**src/arcade_io_shifter_and_frame_irq_assert.svh**
```systemverilog
// assertion helpers used by the block's core module
`ifndef ARCADE_IO_SHIFTER_AND_FRAME_IRQ_ASSERT_SVH
`define ARCADE_IO_SHIFTER_AND_FRAME_IRQ_ASSERT_SVH

// same-cycle implication, held off during reset
`define AIO_ASSERT_IMPL(lbl, clk, rstn, ante, cons, msg) \
    lbl: assert property (@(posedge clk) disable iff (!rstn) (ante) |-> (cons)) \
        else $error(msg);

// next-cycle implication, held off during reset
`define AIO_ASSERT_NEXT(lbl, clk, rstn, ante, cons, msg) \
    lbl: assert property (@(posedge clk) disable iff (!rstn) (ante) |=> (cons)) \
        else $error(msg);

`endif

```
**src/aio_pkg.sv**
```systemverilog
`default_nettype none

package aio_pkg;

    localparam logic [1:0] KIND_READ  = 2'd0;
    localparam logic [1:0] KIND_WRITE = 2'd1;

    localparam logic [7:0] PORT_CONST   = 8'd0;
    localparam logic [7:0] PORT_BTN_ONE = 8'd1;
    localparam logic [7:0] PORT_BTN_TWO = 8'd2;
    localparam logic [7:0] PORT_SHIFT_R = 8'd3;
    localparam logic [7:0] PORT_AMOUNT  = 8'd2;
    localparam logic [7:0] PORT_SOUND_A = 8'd3;
    localparam logic [7:0] PORT_PUSH    = 8'd4;
    localparam logic [7:0] PORT_SOUND_B = 8'd5;

    localparam logic [4:0]  IO_CYCLES        = 5'd3;
    localparam logic [15:0] HALF_FRAME_RESET = 16'd16666;
    localparam logic [1:0]  VECTOR_FIRST     = 2'd1;
    localparam logic [1:0]  VECTOR_SECOND    = 2'd2;

    typedef struct packed {
        logic [1:0] kind;
        logic [7:0] port;
        logic [7:0] write_data;
        logic [4:0] cycle_count;
        logic [7:0] buttons_one;
        logic [7:0] buttons_two;
        logic       irq_enabled;
    } in_item_t;

    typedef struct packed {
        logic [7:0] read_data;
        logic       bad_port;
        logic       sound_valid;
        logic       sound_bank;
        logic [7:0] sound_bits;
        logic       irq_valid;
        logic [1:0] irq_vector;
    } result_t;

    // pipeline control from the input stage to the core and output stage
    typedef struct packed {
        logic valid;
        logic advance;
    } stage_ctrl_t;

endpackage

`default_nettype wire

```
**src/aio_in_stage.sv**
```systemverilog
`default_nettype none

module aio_in_stage (
    input  wire                    aclk,
    input  wire                    aresetn,
    input  wire                    in_valid,
    output logic                   in_ready,
    input  wire aio_pkg::in_item_t in_item,
    input  wire                    out_free,
    output aio_pkg::in_item_t      item,
    output aio_pkg::stage_ctrl_t   ctrl
);

    logic              valid_reg;
    logic              valid_next;
    aio_pkg::in_item_t item_reg;
    logic              advance;

    assign advance  = valid_reg && out_free;
    assign in_ready = !valid_reg || out_free;

    always_comb begin
        valid_next = valid_reg;
        if (in_ready) begin
            valid_next = in_valid;
        end
    end

    always_ff @(posedge aclk) begin
        if (!aresetn) begin
            valid_reg <= 1'b0;
        end else begin
            valid_reg <= valid_next;
        end
    end

    always_ff @(posedge aclk) begin
        if (in_ready && in_valid) begin
            item_reg <= in_item;
        end
    end

    assign item         = item_reg;
    assign ctrl.valid   = valid_reg;
    assign ctrl.advance = advance;

endmodule

`default_nettype wire

```
**src/aio_core.sv**
```systemverilog
`default_nettype none

`include "arcade_io_shifter_and_frame_irq_assert.svh"

module aio_core (
    input  wire                       aclk,
    input  wire                       aresetn,
    input  wire                       cfg_wr_en,
    input  wire [15:0]                cfg_wr_data,
    input  wire aio_pkg::in_item_t    item,
    input  wire aio_pkg::stage_ctrl_t ctrl,
    output aio_pkg::result_t          result
);

    logic [15:0] limit_reg;
    logic [7:0]  shift_high_reg, shift_high_next;
    logic [7:0]  shift_low_reg, shift_low_next;
    logic [2:0]  amount_reg, amount_next;
    logic [7:0]  sound_a_reg, sound_a_next;
    logic [7:0]  sound_b_reg, sound_b_next;
    logic [16:0] cycles_reg, cycles_next;
    logic        half_index_reg, half_index_next;
    logic [1:0]  vector_reg, vector_next;

    logic [15:0] pair;
    logic [3:0]  shift_by;
    logic [15:0] pair_shifted;
    logic [4:0]  add;
    logic [16:0] sum;

    assign pair         = {shift_high_reg, shift_low_reg};
    assign shift_by     = 4'd8 - {1'b0, amount_reg};
    assign pair_shifted = pair >> shift_by;

    always_comb begin
        shift_high_next = shift_high_reg;
        shift_low_next  = shift_low_reg;
        amount_next     = amount_reg;
        sound_a_next    = sound_a_reg;
        sound_b_next    = sound_b_reg;
        half_index_next = half_index_reg;
        vector_next     = vector_reg;
        result          = '0;
        add             = item.cycle_count;

        if (item.kind == aio_pkg::KIND_READ) begin
            add = aio_pkg::IO_CYCLES;
            unique case (item.port)
                aio_pkg::PORT_CONST:   result.read_data = 8'd1;
                aio_pkg::PORT_BTN_ONE: result.read_data = item.buttons_one;
                aio_pkg::PORT_BTN_TWO: result.read_data = item.buttons_two;
                aio_pkg::PORT_SHIFT_R: result.read_data = pair_shifted[7:0];
                default:               result.bad_port  = 1'b1;
            endcase
        end else if (item.kind == aio_pkg::KIND_WRITE) begin
            add = aio_pkg::IO_CYCLES;
            unique case (item.port)
                aio_pkg::PORT_AMOUNT: amount_next = item.write_data[2:0];
                aio_pkg::PORT_SOUND_A: begin
                    if (item.write_data != sound_a_reg) begin
                        sound_a_next       = item.write_data;
                        result.sound_valid = 1'b1;
                        result.sound_bits  = item.write_data;
                    end
                end
                aio_pkg::PORT_PUSH: begin
                    shift_low_next  = shift_high_reg;
                    shift_high_next = item.write_data;
                end
                aio_pkg::PORT_SOUND_B: begin
                    if (item.write_data != sound_b_reg) begin
                        sound_b_next       = item.write_data;
                        result.sound_valid = 1'b1;
                        result.sound_bank  = 1'b1;
                        result.sound_bits  = item.write_data;
                    end
                end
                default: ;
            endcase
        end

        sum         = cycles_reg + {12'd0, add};
        cycles_next = sum;
        if (sum >= {1'b0, limit_reg}) begin
            cycles_next = '0;
            if (item.irq_enabled) begin
                result.irq_valid  = 1'b1;
                result.irq_vector = vector_reg;
                vector_next = (vector_reg == aio_pkg::VECTOR_FIRST) ?
                              aio_pkg::VECTOR_SECOND : aio_pkg::VECTOR_FIRST;
            end
            // second half of a frame restarts the vector sequence
            if (half_index_reg) begin
                vector_next = aio_pkg::VECTOR_FIRST;
            end
            half_index_next = ~half_index_reg;
        end
    end

    always_ff @(posedge aclk) begin
        if (!aresetn) begin
            limit_reg      <= aio_pkg::HALF_FRAME_RESET;
            shift_high_reg <= '0;
            shift_low_reg  <= '0;
            amount_reg     <= '0;
            sound_a_reg    <= '0;
            sound_b_reg    <= '0;
            cycles_reg     <= '0;
            half_index_reg <= 1'b0;
            vector_reg     <= aio_pkg::VECTOR_FIRST;
        end else begin
            if (cfg_wr_en) begin
                limit_reg <= cfg_wr_data;
            end
            if (ctrl.advance) begin
                shift_high_reg <= shift_high_next;
                shift_low_reg  <= shift_low_next;
                amount_reg     <= amount_next;
                sound_a_reg    <= sound_a_next;
                sound_b_reg    <= sound_b_next;
                cycles_reg     <= cycles_next;
                half_index_reg <= half_index_next;
                vector_reg     <= vector_next;
            end
        end
    end

    `AIO_ASSERT_IMPL(a_first_half_vector, aclk, aresetn, !half_index_reg,
        vector_reg == aio_pkg::VECTOR_FIRST, "vector not 1 at start of frame")
    `AIO_ASSERT_IMPL(a_irq_vector_range, aclk, aresetn, ctrl.advance && result.irq_valid,
        result.irq_vector == aio_pkg::VECTOR_FIRST ||
        result.irq_vector == aio_pkg::VECTOR_SECOND, "irq vector out of range")
    `AIO_ASSERT_IMPL(a_bad_port_no_data, aclk, aresetn, ctrl.advance && result.bad_port,
        result.read_data == 8'd0 && !result.sound_valid, "bad port read carries data")
    `AIO_ASSERT_IMPL(a_advance_needs_word, aclk, aresetn, ctrl.advance,
        ctrl.valid, "core advanced without a held word")

endmodule

`default_nettype wire

```
**src/aio_out_stage.sv**
```systemverilog
`default_nettype none

module aio_out_stage (
    input  wire                       aclk,
    input  wire                       aresetn,
    input  wire aio_pkg::stage_ctrl_t ctrl,
    input  wire aio_pkg::result_t     result,
    output logic                      out_free,
    output logic                      out_valid,
    input  wire                       out_ready,
    output aio_pkg::result_t          out_result
);

    logic             valid_reg;
    logic             valid_next;
    aio_pkg::result_t result_reg;

    assign out_free = !valid_reg || out_ready;

    always_comb begin
        valid_next = valid_reg;
        if (ctrl.advance) begin
            valid_next = 1'b1;
        end else if (out_ready) begin
            valid_next = 1'b0;
        end
    end

    always_ff @(posedge aclk) begin
        if (!aresetn) begin
            valid_reg <= 1'b0;
        end else begin
            valid_reg <= valid_next;
        end
    end

    always_ff @(posedge aclk) begin
        if (ctrl.advance) begin
            result_reg <= result;
        end
    end

    assign out_valid  = valid_reg;
    assign out_result = result_reg;

endmodule

`default_nettype wire

```
**src/arcade_io_shifter_and_frame_irq.sv**
```systemverilog
// an s_ word goes into the input register, its result into the result register (m_tvalid)
// throughput: one word per cycle while the result is not stalled, set by the state update
// computed combinationally between the input register and the result register
// a stalled result holds the pipeline; s_tready follows m_tready while both stages are full
// reset clears both stage valids, the shift pair, sound history, cycle count and half index,
// sets the next vector to 1 and the half-frame limit to 16666
`default_nettype none

module arcade_io_shifter_and_frame_irq (
    input  wire         aclk,
    input  wire         aresetn,
    input  wire         cfg_wr_en,
    input  wire  [15:0] cfg_wr_data,
    input  wire         s_tvalid,
    output logic        s_tready,
    // port[7:0], write_data[15:8], cycle_count[20:16], buttons_one[28:21],
    // buttons_two[36:29], irq_enabled[37], zero[39:38]
    input  wire  [39:0] s_tdata,
    // kind[1:0]
    input  wire  [1:0]  s_tuser,
    output logic        m_tvalid,
    input  wire         m_tready,
    // read_data[7:0], bad_port[8], sound_valid[9], sound_bits[17:10],
    // irq_valid[18], irq_vector[20:19], zero[23:21]
    output logic [23:0] m_tdata,
    // sound_bank[0]
    output logic [0:0]  m_tuser
);

    aio_pkg::in_item_t    in_item;
    aio_pkg::in_item_t    item;
    aio_pkg::stage_ctrl_t ctrl;
    aio_pkg::result_t     result;
    aio_pkg::result_t     out_result;
    logic                 out_free;

    assign in_item.kind        = s_tuser;
    assign in_item.port        = s_tdata[7:0];
    assign in_item.write_data  = s_tdata[15:8];
    assign in_item.cycle_count = s_tdata[20:16];
    assign in_item.buttons_one = s_tdata[28:21];
    assign in_item.buttons_two = s_tdata[36:29];
    assign in_item.irq_enabled = s_tdata[37];

    aio_in_stage u_in_stage (
        .aclk     (aclk),
        .aresetn  (aresetn),
        .in_valid (s_tvalid),
        .in_ready (s_tready),
        .in_item  (in_item),
        .out_free (out_free),
        .item     (item),
        .ctrl     (ctrl)
    );

    aio_core u_core (
        .aclk        (aclk),
        .aresetn     (aresetn),
        .cfg_wr_en   (cfg_wr_en),
        .cfg_wr_data (cfg_wr_data),
        .item        (item),
        .ctrl        (ctrl),
        .result      (result)
    );

    aio_out_stage u_out_stage (
        .aclk       (aclk),
        .aresetn    (aresetn),
        .ctrl       (ctrl),
        .result     (result),
        .out_free   (out_free),
        .out_valid  (m_tvalid),
        .out_ready  (m_tready),
        .out_result (out_result)
    );

    assign m_tdata = {3'b000, out_result.irq_vector, out_result.irq_valid,
                      out_result.sound_bits, out_result.sound_valid,
                      out_result.bad_port, out_result.read_data};
    assign m_tuser = out_result.sound_bank;

endmodule

`default_nettype wire
```
**config.mk**
```make
export PLATFORM = sky130hd
export DESIGN_NAME = arcade_io_shifter_and_frame_irq
export DESIGN_NICKNAME = d
export VERILOG_FILES = /design/src/aio_pkg.sv /design/src/aio_in_stage.sv /design/src/aio_core.sv /design/src/aio_out_stage.sv /design/src/arcade_io_shifter_and_frame_irq.sv
export VERILOG_INCLUDE_DIRS = /design/src /design/src/src
export SDC_FILE = /design/constraint.sdc
export NUM_CORES = 1
export LEC_CHECK = 0
export BUFFER_PORTS_ARGS = -buffer_cell sky130_fd_sc_hd__buf_4
export CAP_MARGIN = 25
export CORE_UTILIZATION = 40
export DETAILED_ROUTE_END_ITERATION = 10
export PLACE_DENSITY = 0.71
export SLEW_MARGIN = 15
export SYNTH_ARGS = -nofsm -noshare
export SYNTH_HDL_FRONTEND = slang
export SYNTH_SLANG_ARGS = --single-unit
```
**constraint.sdc**
```tcl
create_clock -name aclk -period 4.7 [get_ports aclk]
set_input_delay 0.235 -clock aclk [delete_from_list [all_inputs] [get_ports aclk]]
set_output_delay 0.235 -clock aclk [all_outputs]
set_load 0.05 [all_outputs]
```
==> results of run 1 <==
-- logic make-up after synthesis --
family          Yosys count
flops                   135
other cells               1
buf+inv                  65
simple gates            207
mux                      45
fa+ha+maj                23
compound gates          114
xor+xnor                 31
-- routing by layer --
layer / track usage, % / up-vias
li1: - / 2470
met1: 24.51 / 2429
met2: 30.70 / 124
met3: 3.854 / 23
met4: 8.003 / 0
met5: 0 / -
-- metrics by stage --
step	hold slack, ns	area [sq um]	setup slack (ns)
after detailed placement	0.4145	7307	0.4599
final	0.02859	8317	0.4071
after global placement	0.4129	7302	0.6566
after floorplan	0.3339	6550	0.8418
after global routing	0.03839	8317	0.03388
after CTS	0.01801	8282	0.4008
-- worst max path at each step --
| stage | endpoint | slack [ns] | from |
|---|---|---|---|
| finish | u_core.cycles_reg[8] | 0.41 | u_in_stage.item[39] |
| global placement | u_out_stage.out_result[0] | 0.66 | u_in_stage.item[39] |
| global route | u_out_stage.out_result[1] | 0.03 | u_in_stage.item[39] |
| CTS | u_core.cycles_reg[8] | 0.40 | u_in_stage.item[39] |
| detailed placement | u_core.cycles_reg[8] | 0.46 | u_in_stage.item[39] |
| floorplan | u_out_stage.out_result[0] | 0.84 | u_in_stage.item[39] |
-- final cells by class --
| class | count | area, sq um | area share (%) |
|---|---|---|---|
| inverter | 27 | 101.3 | 1.219 |
| clock buffer | 17 | 425.4 | 5.115 |
| sequential | 135 | 3323 | 39.96 |
| tap | 216 | 270.3 | 3.250 |
| clock inverter | 15 | 148.9 | 1.790 |
| multi-input combinational | 423 | 2947 | 35.43 |
| timing repair buffer | 131 | 1101 | 13.24 |
-- cell usage after synthesis (12+ instances only) --
master / n / share of area, %
o21ai_1: 17 / 1.3
nor2_1: 49 / 2.8
and2_1: 16 / 1.5
inv_1: 26 / 1.5
mux2i_1: 32 / 4.9
clkbuf_1: 24 / 1.4
a21oi_1: 40 / 3.1
ha_1: 22 / 4.2
xnor2_1: 27 / 3.6
nand2_1: 75 / 4.3
edfxtp_1: 62 / 28
dfxtp_1: 73 / 22
mux4_2: 12 / 4.1
-- worst min-delay path, delay by kind of cell --
family,cells,cell delay (ns)
buffers and inverters,1,0.07
AOI/OAI and AO/OA,1,0.06
and+or+nand+nor,1,0.04
-- power by group --
part	total, W	internal (W)	switching [W]
clock network	0.00129	0.000780	0.000515
registers	0.00130	0.00127	0.0000289
logic	0.000253	0.000114	0.000139
-- timing repair --
| action | in CTS | in global routing |
|---|---|---|
| hold buffers | 40 | 0 |
| setup buffers | 0 | 0 |
| hold endpoints to repair | 40 | 0 |
==> metrics, run 1 <==
maximum vdd drop=0.0002764 V; fmax=232.9 MHz; RePlAce Congestion=0.8489; Core Area=15940 sq um; M1 WL=6.951 mm; final WL=14.87 mm; via count=5046; final setup fails=0; clk_lat worst skew=0.42 ns; met2 routed WL=6.965 mm; Startpoint Class=register; CTS max path bufs=2; fin util=52.17%; Total GRT Usage=18.89%; Buffers & Inverters on Critical Path=2; max FFs per register=40; Die Wd=129.9 um; share of layout cells above drive strength 1=19.92%; DRT antenna net count=0; RSZ-0062 raised after global routing=false; Hold WC Path Type=input pin to register; max_slew headroom=36.35%; first-pass GRT wire length=24.32 mm; r2r startpoint=u_in_stage.item[39]; layout overhead on the synthesized area=27.12%; antenna violations before repair=0; final hold vios=0; Worst-Margin Slew=0.9534 ns; DRC=0; highest routing layer actually used=met4; CTS Buf Count=17; Synth Area in XOR/XNOR=4.150%; number of synthesized flops with an enable pin=62; CP Cell Sequence=nand2b_1 -> ha_1 -> inv_1 -> fa_1 -> nor2b_1 -> o31ai_1 -> a21oi_1 -> nand2_1 -> xnor2_1 -> ha_1 -> nand3_1 -> nor2_1 -> a31o_2 -> a211oi_1 -> buf_4 -> and2_1 -> a32o_1; Synth Area in Compound Gates=11.53%; hold wc startpoint=cfg_wr_data[14]; r2r setup slk=0.41 ns; Max-cap violations=0; Finished Layout Cells=964; Pwr Density=342.8 nW/um^2; FP Rows=46; leakage power=3.167 nW; met3 WL=679 um; Die ar.=16870 sq um; Synth Area in Simple Gates=15.45%; Worst Setup End Kind=register; I/O Pins=90; status=completed; crit share post-route=91.34%; largest net degree at the start of global routing=55; CTS root buf=clkbuf_16; TritonCTS clock tree=yes; HPWL Detailed=10.29 mm; Vert. Die Dim=129.9 um; synth unique cells=63; WP data required=5.05 ns; count of final max-slew check failures=0; first-pass iteration count of the detailed router=6; Post-Place Cells=890; Crit Path Category=register to register; Routed WL per cell=15.43 um; # nets final=821; # fillers=1432; CP most frequent cell=ha_1; IO Port Bufs=84; sequential fraction of the synthesis area=50.79%; max incr delay on CP=0.50 ns; Worst path depth=17; Post-Synth Adder-Cell Area=4.513%; Antenna Cells=0; Tmin final=4.293 ns; asr flop ratio synth=0%; Initial Utilization=41.04%; Most used DFF post-synth=dfxtp_1; post_cts resized=0; Top delay family on crit path=compound AO/OA/AOI/OAI gates; worst hold endpoint=u_core.limit_reg[14]; setup_tns=0 ns; clock-pin slew on the worst setup and hold paths=0.06 ns; Synth Warn #=0; Seq cells post-synth=135; post-synthesis mux area share=9.199%; worst hold path depth=3; 1st-iter DRT viols=364; Syn Area/Cell=10.54 sq um; crit path max-delay cell type=edfxtp_1; CP arrival=4.65 ns; cells after synthesis=621; Worst Skew=0.008713 ns; Worst R2R Path Depth=17; commonest non-fill, non-tap cell in the layout=buf_4; Via density=5.234; Tot Pwr=0.002851 W; most frequent cells in the layout=buf_4, nand2_1, dfxtp_1, edfxtp_1, nor2_1; Netlist Area Pre-Place=6543 sq um; combinational family with the most area after synthesis=simple AND/OR/NAND/NOR gates; gr ovfl total=0; CTS Sinks=135; vias in the first global route=4987; critical path peak fanout=12; Reg2Reg Capture Point=u_core.cycles_reg[8]; H-tree depth=4
(Power assumes the default switching activity.)
==> run 2: changes to the inputs <==
- CELL_PAD_IN_SITES_DETAIL_PLACEMENT: default -> 0
- CELL_PAD_IN_SITES_GLOBAL_PLACEMENT: default -> 1
- PLACE_DENSITY: 0.71 -> 0.84
==> metrics, run 2 (same netlist as run 1, synthesis figures left out) <==
Crit Path Category=register to register; post-CTS setup buffer count=0 (unchanged); Pint=0.002117 W (-2.4%); Total GRT Usage=18.40% (-0.49 points); # nets final=820 (-0.12%); Finished Layout Cells=963 (-0.10%); largest net degree at the start of global routing=55 (unchanged); Worst R2R Path Depth=17 (unchanged); CP most frequent cell=ha_1; IO Port Bufs=84 (unchanged); status=completed; 1st-iter DRT viols=330 (-9.3%); max incr delay on CP=0.49 ns (about the same); leakage power=3.146 nW (-0.65%); setup_tns=0 ns (unchanged); Buffers & Inverters on Critical Path=2 (unchanged); CP Cell Sequence=nand2b_1 -> ha_1 -> inv_1 -> fa_1 -> nor2b_1 -> o31ai_1 -> a21oi_1 -> nand3_1 -> xnor2_1 -> ha_1 -> nand4_1 -> nor2_1 -> a31o_2 -> a211oi_1 -> buf_4 -> nand2_1 -> and3_1; maximum vdd drop=0.0002646 V (-4.3%); antenna violations before repair=0 (unchanged); fmax=238.4 MHz (+2.4%); commonest non-fill, non-tap cell in the layout=buf_4; Hold WC Path Type=input pin to register; Logic pwr share=9.0% (about the same); fin util=51.96% (-0.20 points); Place WS=0.5037 ns (+0.04380 ns); CTS root buf=clkbuf_16; Startpoint Class=register; CTS Sinks=135 (unchanged); met1 Use GR=24.90% (+0.39 points); RSZ-0062 raised after global routing=false; TritonCTS clock tree=yes; final setup fails=0 (unchanged); GRT Max-Usage Layer=met2; Routed WL per cell=15.08 um (-2.2%); WP data required=4.87 ns (-0.18 ns); crit share post-route=89.23% (-2.1 points); Worst path depth=17 (unchanged); post_cts resized=0 (unchanged); vias in the first global route=4754 (-4.7%); first-pass GRT wire length=23.63 mm (-2.9%); Initial Utilization=41.04% (unchanged); Worst Skew=0.01235 ns (+0.003634 ns); worst hold path depth=3 (unchanged); via count=5002 (-0.87%); max_slew headroom=34.65% (-1.7 points); H-tree depth=4 (unchanged); RePlAce Congestion=0.8160 (-3.9%); gr ovfl total=0 (unchanged); crit path max-delay cell type=edfxtp_1; r2r setup slk=0.51 ns (+0.10 ns); Worst-Margin Slew=0.9802 ns (+0.02680 ns); Die ar.=16870 sq um (unchanged); Switching Fraction=24.49% (+0.54 points); Core Area=15940 sq um (unchanged); P_sw=0.0006866 W (+0.54%); DRT antenna net count=0 (unchanged); clk_lat worst skew=0.42 ns (about the same); CP arrival=4.37 ns (-0.28 ns); Max-cap violations=0 (unchanged); Worst Setup End Kind=register; DRC=0 (unchanged); hold buffers post-CTS=40 (unchanged); I/O Pins=90 (unchanged); layout overhead on the synthesized area=26.62%; final WL=14.52 mm (-2.3%); Top delay family on crit path=simple AND/OR/NAND/NOR gates; first-pass iteration count of the detailed router=5 (-1); Tmin final=4.194 ns (-0.09901 ns); HPWL Detailed=10.06 mm (-2.3%); Final WS setup=0.5061 ns (+0.09901 ns); final hold vios=0 (unchanged); Via density=5.194 (-0.77%); sequential power share=46.5% (+0.8 points); Die Wd=129.9 um (unchanged); most frequent cells in the layout=buf_4, nand2_1, dfxtp_1, edfxtp_1, nor2_1; count of final max-slew check failures=0 (unchanged); GR Layer Usage met2=29.00% (-1.7 points); critical path peak fanout=12 (unchanged); FP Rows=46 (unchanged); Tot Pwr=0.002803 W (-1.7%); max FFs per register=40 (unchanged); Pwr Density=338.4 nW/um^2 (-1.3%); Antenna Cells=0 (unchanged); clock-pin slew on the worst setup and hold paths=0.06 ns (about the same); M3 GR Usage=4.018% (+0.16 points); CTS max path bufs=2 (unchanged); clock power share=44.6% (-0.8 points); CTS Buf Count=17 (unchanged); share of layout cells above drive strength 1=19.95% (+0.027 points); Vert. Die Dim=129.9 um (unchanged); Post-Place Cells=890 (unchanged)
run 2: changes by cell type in the layout (fill, tap and decap cells not counted):
cell,delta
clkinvlp_4,+2
buf_12,-1
buf_2,-1
buf_4,+1
bufinv_16,-1
clkbuf_1,+1
clkinv_1,-1
clkinvlp_2,-1
nor3_1,-1
nor3_2,+1
run 2: final cells by class:
| cell class | instances | area [sq um] |
|---|---|---|
| fill | 1406 | 7659 |
| sequential | 135 | 3323 |
| multi-input combinational | 423 | 2952 |
| timing repair buffer | 130 | 1084 |
| clock buffer | 18 | 429.2 |
| tap | 216 | 270.3 |
| clock inverter | 14 | 125.1 |
| inverter | 27 | 101.3 |
run 2: final timing paths:
path / endpoint / startpoint
max: u_out_stage.out_result[1] / u_in_stage.item[39]
min: u_core.limit_reg[8] / cfg_wr_data[8]
min reg2reg: u_core.cycles_reg[4] / u_core.cycles_reg[4]
max reg2reg: u_out_stage.out_result[1] / u_in_stage.item[39]
run 2: stage by stage:
step	hold slack, ns	instance area (sq um)
5_1_grt	0.02934	8284
4_1_cts	0.02184	8269
3_3_place_gp	0.4136	7310
3_5_place_dp	0.4142	7315
2_1_floorplan	0.3339	6550
6_report	0.02968	8284
run 2: worst reg2reg max path, stage by stage (launching register included):
cell	delay [ns]
edfxtp_1	0.49
nand2b_1	0.13
ha_1	0.19
inv_1	0.07
fa_1	0.40
nor2b_1	0.21
o31ai_1	0.14
a21oi_1	0.41
nand3_1	0.16
xnor2_1	0.24
ha_1	0.29
nand4_1	0.10
nor2_1	0.06
a31o_2	0.23
a211oi_1	0.20
buf_4	0.22
nand2_1	0.19
and3_1	0.24
run 2: power by group through the flow:
stage | Combinational [W] | Sequential (W) | Clock [W]
after floorplan | 0.000113 | 0.00135 | 0
after global placement | 0.000218 | 0.00133 | 0
after detailed placement | 0.000225 | 0.00133 | 0
after CTS | 0.000253 | 0.00130 | 0.00128
after global routing | 0.000274 | 0.00131 | 0.00133
final | 0.000251 | 0.00130 | 0.00125
run 2: routing by layer:
metal | routed length [um] | vias to the layer above
met4 | 89 | 0
met5 | 0 | -
met2 | 6855 | 154
li1 | - | 2464
met1 | 6918 | 2378
met3 | 660 | 6
==> run 3: changes to the inputs <==
- PLACE_DENSITY: 0.84 -> default
- PLACE_DENSITY_LB_ADDON: default -> 0.2
==> metrics, run 3 (same netlist as run 1, synthesis figures left out) <==
Worst path depth=17 (unchanged); 1st-iter DRT viols=322 (-2.4%); Die Wd=129.9 um (unchanged); Antenna Cells=0 (unchanged); max_slew headroom=34.98% (+0.33 points); Tot Pwr=0.002745 W (-2.1%); Die ar.=16870 sq um (unchanged); max incr delay on CP=0.48 ns (about the same); Via density=5.158 (-0.70%); Total GRT Usage=18.93% (+0.53 points); CP most frequent cell=ha_1; vias in the first global route=4756 (+0.042%); CP arrival=4.61 ns (+0.24 ns); layout overhead on the synthesized area=26.20%; commonest non-fill, non-tap cell in the layout=buf_4; Buffers & Inverters on Critical Path=2 (unchanged); Tmin final=4.257 ns (+0.06331 ns); setup_tns=0 ns (unchanged); IO Port Bufs=84 (unchanged); Reg2Reg Capture Point=u_core.cycles_reg[8]; critical path peak fanout=11 (-1); I/O Pins=90 (unchanged); post_cts resized=0 (unchanged); gr ovfl total=0 (unchanged); CTS Sinks=135 (unchanged); Pwr Density=332.4 nW/um^2 (-1.8%); worst hold path depth=3 (unchanged); Hold WC Path Type=input pin to register; GR Layer Usage met2=30.32% (+1.3 points); final hold vios=0 (unchanged); most frequent cells in the layout=buf_4, nand2_1, dfxtp_1, edfxtp_1, nor2_1; r2r setup slk=0.44 ns (-0.06 ns); crit share post-route=90.58% (+1.3 points); count of final max-slew check failures=0 (unchanged); FP Rows=46 (unchanged); CTS max path bufs=2 (unchanged); leakage power=3.117 nW (-0.93%); final WL=15.05 mm (+3.6%); Crit Path Category=register to register; HPWL Detailed=10.50 mm (+4.4%); first-pass iteration count of the detailed router=4 (-1); Worst Setup End Kind=register; crit path max-delay cell type=edfxtp_1; DRT antenna net count=0 (unchanged); DRC=0 (unchanged); Max-cap violations=0 (unchanged); RePlAce Congestion=0.8090 (-0.86%); Routed WL per cell=15.61 um (+3.5%); Worst-Margin Slew=0.9753 ns (-0.004976 ns); final setup fails=0 (unchanged); met1 Use GR=25.05% (+0.14 points); Core Area=15940 sq um (unchanged); Worst R2R Path Depth=17 (unchanged); H-tree depth=4 (unchanged); Vert. Die Dim=129.9 um (unchanged); worst hold endpoint=u_core.limit_reg[1]; WP data required=5.05 ns (+0.18 ns); maximum vdd drop=0.0002657 V (+0.41%); GRT Max-Usage Layer=met2; CP Cell Sequence=nand2b_1 -> ha_1 -> inv_1 -> fa_1 -> nor2b_1 -> o31a_1 -> o21ai_1 -> nor2_1 -> xor2_1 -> ha_1 -> nand4_1 -> nor3_1 -> a2111o_1 -> a211oi_1 -> buf_4 -> and2_1 -> a32o_1; clock-pin slew on the worst setup and hold paths=0.06 ns (about the same); antenna violations before repair=0 (unchanged); via count=4972 (-0.60%); CTS root buf=clkbuf_16; TritonCTS clock tree=yes; Initial Utilization=41.04% (unchanged); hold wc startpoint=cfg_wr_data[1]; Worst Skew=0.005955 ns (-0.006392 ns); # nets final=821 (+0.12%); largest net degree at the start of global routing=55 (unchanged); max FFs per register=40 (unchanged); r2r startpoint=u_in_stage.item[39]; first-pass GRT wire length=24.24 mm (+2.6%); RSZ-0062 raised after global routing=false; share of layout cells above drive strength 1=19.79% (-0.16 points); Top delay family on crit path=compound AO/OA/AOI/OAI gates; M3 GR Usage=4.305% (+0.29 points); Startpoint Class=register; CTS Buf Count=17 (unchanged); fmax=234.9 MHz (-1.5%); status=completed; clk_lat worst skew=0.42 ns (about the same)
[run 3: cell type report]
| class | count | area (sq um) |
|---|---|---|
| Timing Repair Buffer | 131 | 1081 |
| Sequential cell | 135 | 3323 |
| Fill cell | 1415 | 7686 |
| Inverter | 27 | 101.3 |
| Clock inverter | 14 | 105.1 |
| Multi-Input combinational cell | 423 | 2947 |
| Clock buffer | 18 | 429.2 |
| Tap cell | 216 | 270.3 |
[run 3: repair_timing]
action                                  4_1_cts  5_1_grt
hold endpoints to repair                     40        0
hold buffers                                 40        0
endpoints found under the setup margin        0        0
buffers inserted                              0        0
[run 3: where the power goes]
part / internal, W / total [W] / leakage, nW / switching [W]
logic: 0.000112 / 0.000252 / 1.70 / 0.000140
registers: 0.00127 / 0.00130 / 1.18 / 0.0000279
clock network: 0.000674 / 0.00119 / 0.239 / 0.000517
total: 0.00206 / 0.00274 / 3.12 / 0.000684
[run 3: metal layers]
metal	wire length, um	vias to the layer above
met5	0	-
met4	227	0
met3	580	18
met2	7142	118
met1	7101	2371
li1	-	2465
[run 3: how the worst max path moves through the flow]
stage                                           end  slack, ns                 from
after floorplan           u_out_stage.out_result[0]       0.84  u_in_stage.item[39]
after global placement        u_core.cycles_reg[13]       0.57  u_in_stage.item[39]
after detailed placement       u_core.cycles_reg[8]       0.47  u_in_stage.item[39]
after CTS                      u_core.cycles_reg[8]       0.45  u_in_stage.item[39]
after global routing           u_core.cycles_reg[8]       0.10  u_in_stage.item[39]
final                          u_core.cycles_reg[8]       0.44  u_in_stage.item[39]
[run 3: worst min-delay path: stages]
cell	delay (ns)
buf_4	0.07
nand2_1	0.04
o211ai_1	0.06
[run 3: per-stage QoR]
stage / utilization [%] / instances / hold slack [ns] / setup WS [ns] / cell area [sq um]
CTS: 51.79 / 964 / 0.01544 / 0.4483 / 8257
finish: 51.79 / 964 / 0.03264 / 0.4428 / 8257
global placement: 45.90 / 891 / 0.4139 / 0.5662 / 7317
detailed placement: 45.93 / 892 / 0.4144 / 0.4655 / 7322
floorplan: - / 623 / 0.3339 / 0.8418 / 6550
global route: 51.79 / 964 / 0.02296 / 0.1006 / 8257
